### src/hw/rtl/tst_pkg.sv
// ----------------------------------------------------------------------------
// tst_pkg: shared types and constants of the ternary search table
// command/status structs between controller and datapath, field widths and
// the reciprocal used for the divide by three
// ----------------------------------------------------------------------------
package tst_pkg;

    localparam int IDX_W  = 10;   // entry_index / position width
    localparam int KEY_W  = 32;   // key width
    localparam int CNT_W  = 11;   // entry_count width
    localparam int RNG_W  = CNT_W + 1;  // signed range bounds, end may reach -1
    localparam int EXT_W  = 17;   // wide enough for any table depth up to 65536

    // floor(d/3) == (d * RECIP_3) >> RECIP_SHIFT for all d below 2048
    localparam int RECIP_3     = 683;
    localparam int RECIP_SHIFT = 11;
    localparam int THIRD_W     = 10;
    localparam int PROD_W      = CNT_W + THIRD_W;

    typedef enum logic {
        KIND_WRITE  = 1'b0,
        KIND_SEARCH = 1'b1
    } t_kind;

    typedef struct packed {
        logic write;      // store key at entry_index
        logic load;       // latch key, open range [0, min(count, depth)-1]
        logic third;      // register (end-start)/3
        logic mid;        // register both split points
        logic step;       // compare and narrow range
        logic cfg_write;  // update entry_count
    } t_cmd;

    typedef struct packed {
        logic empty;      // live range has no entries
        logic hit;        // key equals one of the split entries
    } t_status;

endpackage

### src/hw/rtl/tst_ctrl.sv
// ----------------------------------------------------------------------------
// tst_ctrl: search sequencer
// steps each ternary round through range test, divide, split, table read and compare
// ----------------------------------------------------------------------------
module tst_ctrl (
    input  logic              i_clk,
    input  logic              i_rst_n,
    input  logic              i_start,
    input  logic              i_kind,
    input  logic              i_cfg_valid,
    input  tst_pkg::t_status  i_status,
    output tst_pkg::t_cmd     o_cmd,
    output logic              o_busy,
    output logic              o_valid
);

    typedef enum logic [2:0] {
        S_IDLE,
        S_TEST,
        S_THIRD,
        S_MID,
        S_READ,
        S_CMP
    } t_state;

    t_state r_state, n_state;
    logic   r_valid, n_valid;
    logic   accept;

    assign o_busy  = (r_state != S_IDLE);
    assign o_valid = r_valid;
    assign accept  = i_start && !o_busy;

    always_comb begin
        o_cmd           = '0;
        o_cmd.write     = accept && (tst_pkg::t_kind'(i_kind) == tst_pkg::KIND_WRITE);
        o_cmd.load      = accept && (tst_pkg::t_kind'(i_kind) == tst_pkg::KIND_SEARCH);
        o_cmd.third     = (r_state == S_THIRD);
        o_cmd.mid       = (r_state == S_MID);
        o_cmd.step      = (r_state == S_CMP);
        o_cmd.cfg_write = i_cfg_valid && !o_busy;
    end

    always_comb begin
        n_state = r_state;
        n_valid = 1'b0;
        case (r_state)
            S_IDLE: begin
                if (o_cmd.load) begin
                    n_state = S_TEST;
                end
            end
            S_TEST: begin
                if (i_status.empty) begin
                    n_valid = 1'b1;
                    n_state = S_IDLE;
                end else begin
                    n_state = S_THIRD;
                end
            end
            S_THIRD: n_state = S_MID;
            S_MID:   n_state = S_READ;
            S_READ:  n_state = S_CMP;
            S_CMP: begin
                if (i_status.hit) begin
                    n_valid = 1'b1;
                    n_state = S_IDLE;
                end else begin
                    n_state = S_TEST;
                end
            end
            default: n_state = S_IDLE;
        endcase
    end

    always_ff @(posedge i_clk) begin
        if (!i_rst_n) begin
            r_state <= S_IDLE;
            r_valid <= 1'b0;
        end else begin
            r_state <= n_state;
            r_valid <= n_valid;
        end
    end

    // a result only follows a range test or a compare
    a_valid_src: assert property (@(posedge i_clk) disable iff (!i_rst_n)
        o_valid |-> ($past(r_state) == S_TEST || $past(r_state) == S_CMP))
        else $error("result strobe from wrong state");

    // an accepted search keeps the block busy
    a_search_busy: assert property (@(posedge i_clk) disable iff (!i_rst_n)
        o_cmd.load |=> o_busy)
        else $error("search accepted without busy");

    // writes and searches never issue together
    a_one_cmd: assert property (@(posedge i_clk) disable iff (!i_rst_n)
        $onehot0({o_cmd.write, o_cmd.load, o_cmd.step}))
        else $error("conflicting commands");

endmodule

### config.mk
export PLATFORM = sky130hd
export DESIGN_NAME = tst_ctrl
export DESIGN_NICKNAME = d
export VERILOG_FILES = /design/src/hw/rtl/tst_pkg.sv /design/src/hw/rtl/tst_ctrl.sv
export SDC_FILE = /design/constraint.sdc
export NUM_CORES = 1
export LEC_CHECK = 0
export BUFFER_PORTS_ARGS = -buffer_cell sky130_fd_sc_hd__buf_2
export CAP_MARGIN = 40
export CORE_AREA = 4 4 41 43
export DETAILED_ROUTE_END_ITERATION = 16
export DIE_AREA = 0 0 45 47
export HOLD_SLACK_MARGIN = 0.02
export MAX_ROUTING_LAYER = met4
export SLEW_MARGIN = 30
export SYNTH_ARGS = -nofsm -noshare
export SYNTH_HDL_FRONTEND = slang
export SYNTH_SLANG_ARGS = --single-unit
### constraint.sdc
create_clock -name i_clk -period 2.1 [get_ports i_clk]
set_clock_uncertainty 0.2 [all_clocks]
set_input_delay 0.525 -clock i_clk [delete_from_list [all_inputs] [get_ports i_clk]]
set_output_delay 0.525 -clock i_clk [all_outputs]
set_load 0.01 [all_outputs]
# Yosys cells after proc, flatten, opt, wreduce, memory -nomap -nowiden
# Index checks and enable logic that the tools add are counted.
[totals] out_inout_bits=8 latch_bits=0 wordCells=23 reg_bits=4 in_bits=7 romBits=0 mem_bits_rw=0 mem_count=0
[classes] order_cmp=0 n_shift=0 eq_ne=6 n_bitwise=1 n_addsub=0 n_mux=7 div=0 n_mul=0 reduce_logical=7
[op_table] op="one-hot mux 3 bit (6 select lines)" n=1
[op_table] op="equality test 3 x 2 -> 1 bit (second input constant)" n=2
[op_table] op="equality test 3 bit (second input constant)" n=2
[op_table] op="logical AND 1 bit" n=4
[op_table] op="equality test 3 x 1 -> 1 bit (second input constant)" n=1
[op_table] op="zero test 3 bit" n=1
[op_table] op="2-to-1 mux 1 bit" n=3
[op_table] op="2-to-1 mux 3 bit" n=1
[op_table] op="nonzero test 3 bit" n=1
[op_table] op="2-to-1 mux 2 bit" n=1
[op_table] op="!= test 2 bit (second input constant)" n=1
[op_table] op="one-hot mux 1 bit (2 select lines)" n=1
[op_table] op="zero test 1 bit" n=1
[op_table] op="inverter 1 bit" n=1

# Logic depth before layout (Yosys ltp)
[depth] word_depth=6 ltp_mapped=3 mapped_depth_nobuf=2

# Worst setup path after synthesis
# Ideal clock, no wire load.
[synth_timing] path_type="register to output" start="reg r_state[1]" end="out o_cmd[5] in the netlist's numbering" required_time_ns=1.375 n_path_buf=1 path_stages_with_launch=4 path_slack_ns=0.462 arrival_time_ns=0.913 path_cell_list="dfxtp_1 buf_2 nor3_1 and3b_1"
[synth_lines] item="start, declared" line="tst_ctrl.sv:26" text="t_state r_state, n_state;"
[synth_lines] item="start signal, assigned" line="tst_ctrl.sv:81" text="r_state <= n_state;"
[synth_lines] item="end, declared" line="tst_ctrl.sv:12" text="output tst_pkg::t_cmd o_cmd,"

==> results_dict.tcl <==
set metrics [dict create \
    status "finished clean" \
    route.vias.total 254 \
    gp_congestion 0.7366 \
    setup.worst_path.end_class "output port" \
    ir_drop_uv 171.4 \
    power_switching_share_pct 25.20 \
    clk_path_buf_depth 2 \
    reg2reg_slack_ns 0.83 \
    maxCapViolCount 0 \
    antenna_found_initial 0 \
    numCtsBuffers 3 \
    area_growth_syn_to_layout_pct 45.73 \
    netlist_area_sq_um 249.0 \
    cp_max_fo 9 \
    multi_input_area_sq_um 160.2 \
    drive_gt1_share_pct 59.52 \
    min_from "i_rst_n" \
    grt_pass1_vias 235 \
    power_density_mw_per_mm2 604.2 \
    port-buffer-count 14 \
    internal_power_uw 164.0 \
    period_needed_ns 1.913 \
    register_area_sq_um 80.08 \
    synth-seq-cells 4 \
    cts_root_buffer "clkbuf_4" \
    slew_headroom_pct 79.22 \
    p_clk_share_pct 44.6 \
    min_period_over_period_pct 91.10 \
    clk_pin_slew_ns 0.04 \
    drt_iter0_drc 2 \
    start_kind "flop" \
    routed_wl_um 622 \
    htreeDepth 1 \
    max_freq_mhz 522.7 \
    worstSkewPairLatency_ns 0.24 \
    tightest_slew_ns 0.3113 \
    pwr-share-comb_pct 17.5 \
    fillCellCount 152 \
    die_h_um 47 \
    r2r-end "o_valid$_SDFF_PN0_" \
    syn_nets 33 \
    postCtsSetupBuffers 0 \
    timing_worst_setup_path_type "flop to output port" \
    ys_warn_count 0 \
    dieArea_sq_mm 0.002115 \
    io_pins 15 \
    cts_resized 0 \
    rr_worst_depth 2 \
    row_count 13 \
    p_switching_uw 55.23 \
    min_delay_worst_endpoint "r_state[2]$_SDFFE_PN0P_" \
    finalSetupTns_ns 0 \
    syn_avg_cell_area_sq_um 9.577 \
    drv_slew 0 \
    drc 0 \
    initial_core_util_pct 19.13 \
    diodes 0 \
    reg2reg_from "r_state[2]$_SDFFE_PN0P_" \
    cts_hold_buffers 0 \
    clock-sinks 4 \
    dpl.hpwl_um 461.3 \
    grt_max_degree 11 \
    drt_first_pass_iters 2 \
    finalSetupViolCount 0 \
    hold_viol 0 \
    cp.required_ns 1.37 \
    seqPwrFrac_pct 37.9 \
    final_nets 51 \
    avgViaCountPerCell 4.456 \
    core_sq_mm 0.001301 \
    worstHoldPathType "input port to flop" \
    dieWidth_um 45 \
    hold_path_depth 2 \
    worst_slack_ns 0.1869 \
    p_leak_uw 0.0001825 \
    synth_cells 26 \
    ant_nets 0 \
    grt_util_all_layers_pct 7.510 \
    synth_cell_types 18 \
    rsz0062_at_grt "false" \
    cts_tree "built" \
    avgRoutedWirePerCell_um 10.91 \
    pre_cts_slack_ns 0.3361 \
    cp.arrival_ns 1.19 \
    yosysSeqAreaShare_pct 32.16 \
    grt_pass1_wl_um 986 \
    grt-ovfl-total 0 \
]
==> power groups by stage <==
| stage | clock, uW | sequential [uW] | combinational, uW |
|---|---|---|---|
| after floorplan | 0 | 82.4 | 21.4 |
| final | 97.8 | 83.0 | 38.5 |
| after detailed placement | 0 | 83.7 | 37.9 |
| after CTS | 103 | 82.5 | 38.2 |
| after global placement | 0 | 83.6 | 37.7 |
| after global routing | 106 | 83.4 | 42.6 |
==> placed cells by master, fill, tap and decap left out, types with 2 or more instances in the layout <==
master,n
nand2b_1,2
buf_2,14
clkbuf_4,3
dfxtp_1,4
nor3b_1,2
and3b_2,2
a211oi_1,2
==> final cells by class <==
type | count | share of cell area, %
multi-input combinational | 19 | 44.14
tap | 15 | 5.172
timing repair buffer | 15 | 21.38
inverter | 1 | 1.034
clock buffer | 3 | 6.207
sequential | 4 | 22.07
==> per-layer routing <==
metal	wire length (um)	vias to the layer above	GRT usage, %
met3	86	2	5.364
met4	11	0	7.018
met2	203	17	7.345
li1	-	127	-
met5	0	-	-
met1	320	108	9.112
==> sequential cells by signal, indices dropped and copies added (netlist names) <==
register  flops
r_state       3
o_valid       1
==> how the worst max path moves through the flow <==
stage,cells after the start,end,start
2_1_floorplan,3,o_cmd[5],r_state[1]$_SDFFE_PN0P_
3_3_place_gp,3,o_cmd[5],r_state[0]$_SDFFE_PN0P_
3_5_place_dp,3,o_cmd[4],r_state[0]$_SDFFE_PN0P_
4_1_cts,3,o_cmd[4],r_state[0]$_SDFFE_PN0P_
5_1_grt,3,o_cmd[5],r_state[0]$_SDFFE_PN0P_
6_report,3,o_cmd[4],r_state[0]$_SDFFE_PN0P_
==> critical path: stages, from the launching register on <==
cell	delay (ns)
dfxtp_1	0.38
nor3_2	0.27
and3_1	0.18
buf_2	0.13
==> stage by stage <==
step / utilization, % / area (sq um) / instances / hold slack (ns) / total power, uW
finish: 27.88 / 362.8 / 57 / 0.3462 / 219.2
global route: 27.88 / 362.8 / 57 / 0.3574 / 231.9
CTS: 27.50 / 357.8 / 57 / 0.3338 / 223.4
detailed placement: 25.77 / 335.3 / 54 / 0.3882 / 121.6
global placement: 25.77 / 335.3 / 54 / 0.3836 / 121.3
floorplan: - / 249.0 / 26 / 0.3246 / 103.8
==> cells in the mapped netlist (all sizes together) <==
cell    instances  share of area (%)
mux2i           1                4.0
and3            1                2.5
dfxtp           4                 32
o21a            1                3.0
or2b            1                3.5
nor3b           2                6.0
a21oi           1                3.5
and4bb          1                5.0
nor3            1                2.0
and2            1                2.5
buf             2                4.0
a211oi          2                6.0
inv             1                1.5
and3b           3                 12
or3b            1                3.5
a21bo           1                4.0
nand2b          2                5.0
==> cell families (layout without fill, tap and decap cells) <==
family	after synthesis	count (layout)	synth area share [%]
AO/OA/AOI/OAI	5	5	16.58
flip-flops	4	4	32.16
buffers and inverters	3	19	5.526
AND/OR/NAND/NOR	13	13	41.71
multiplexers	1	1	4.020
Power figures use the tool's default switching activity.
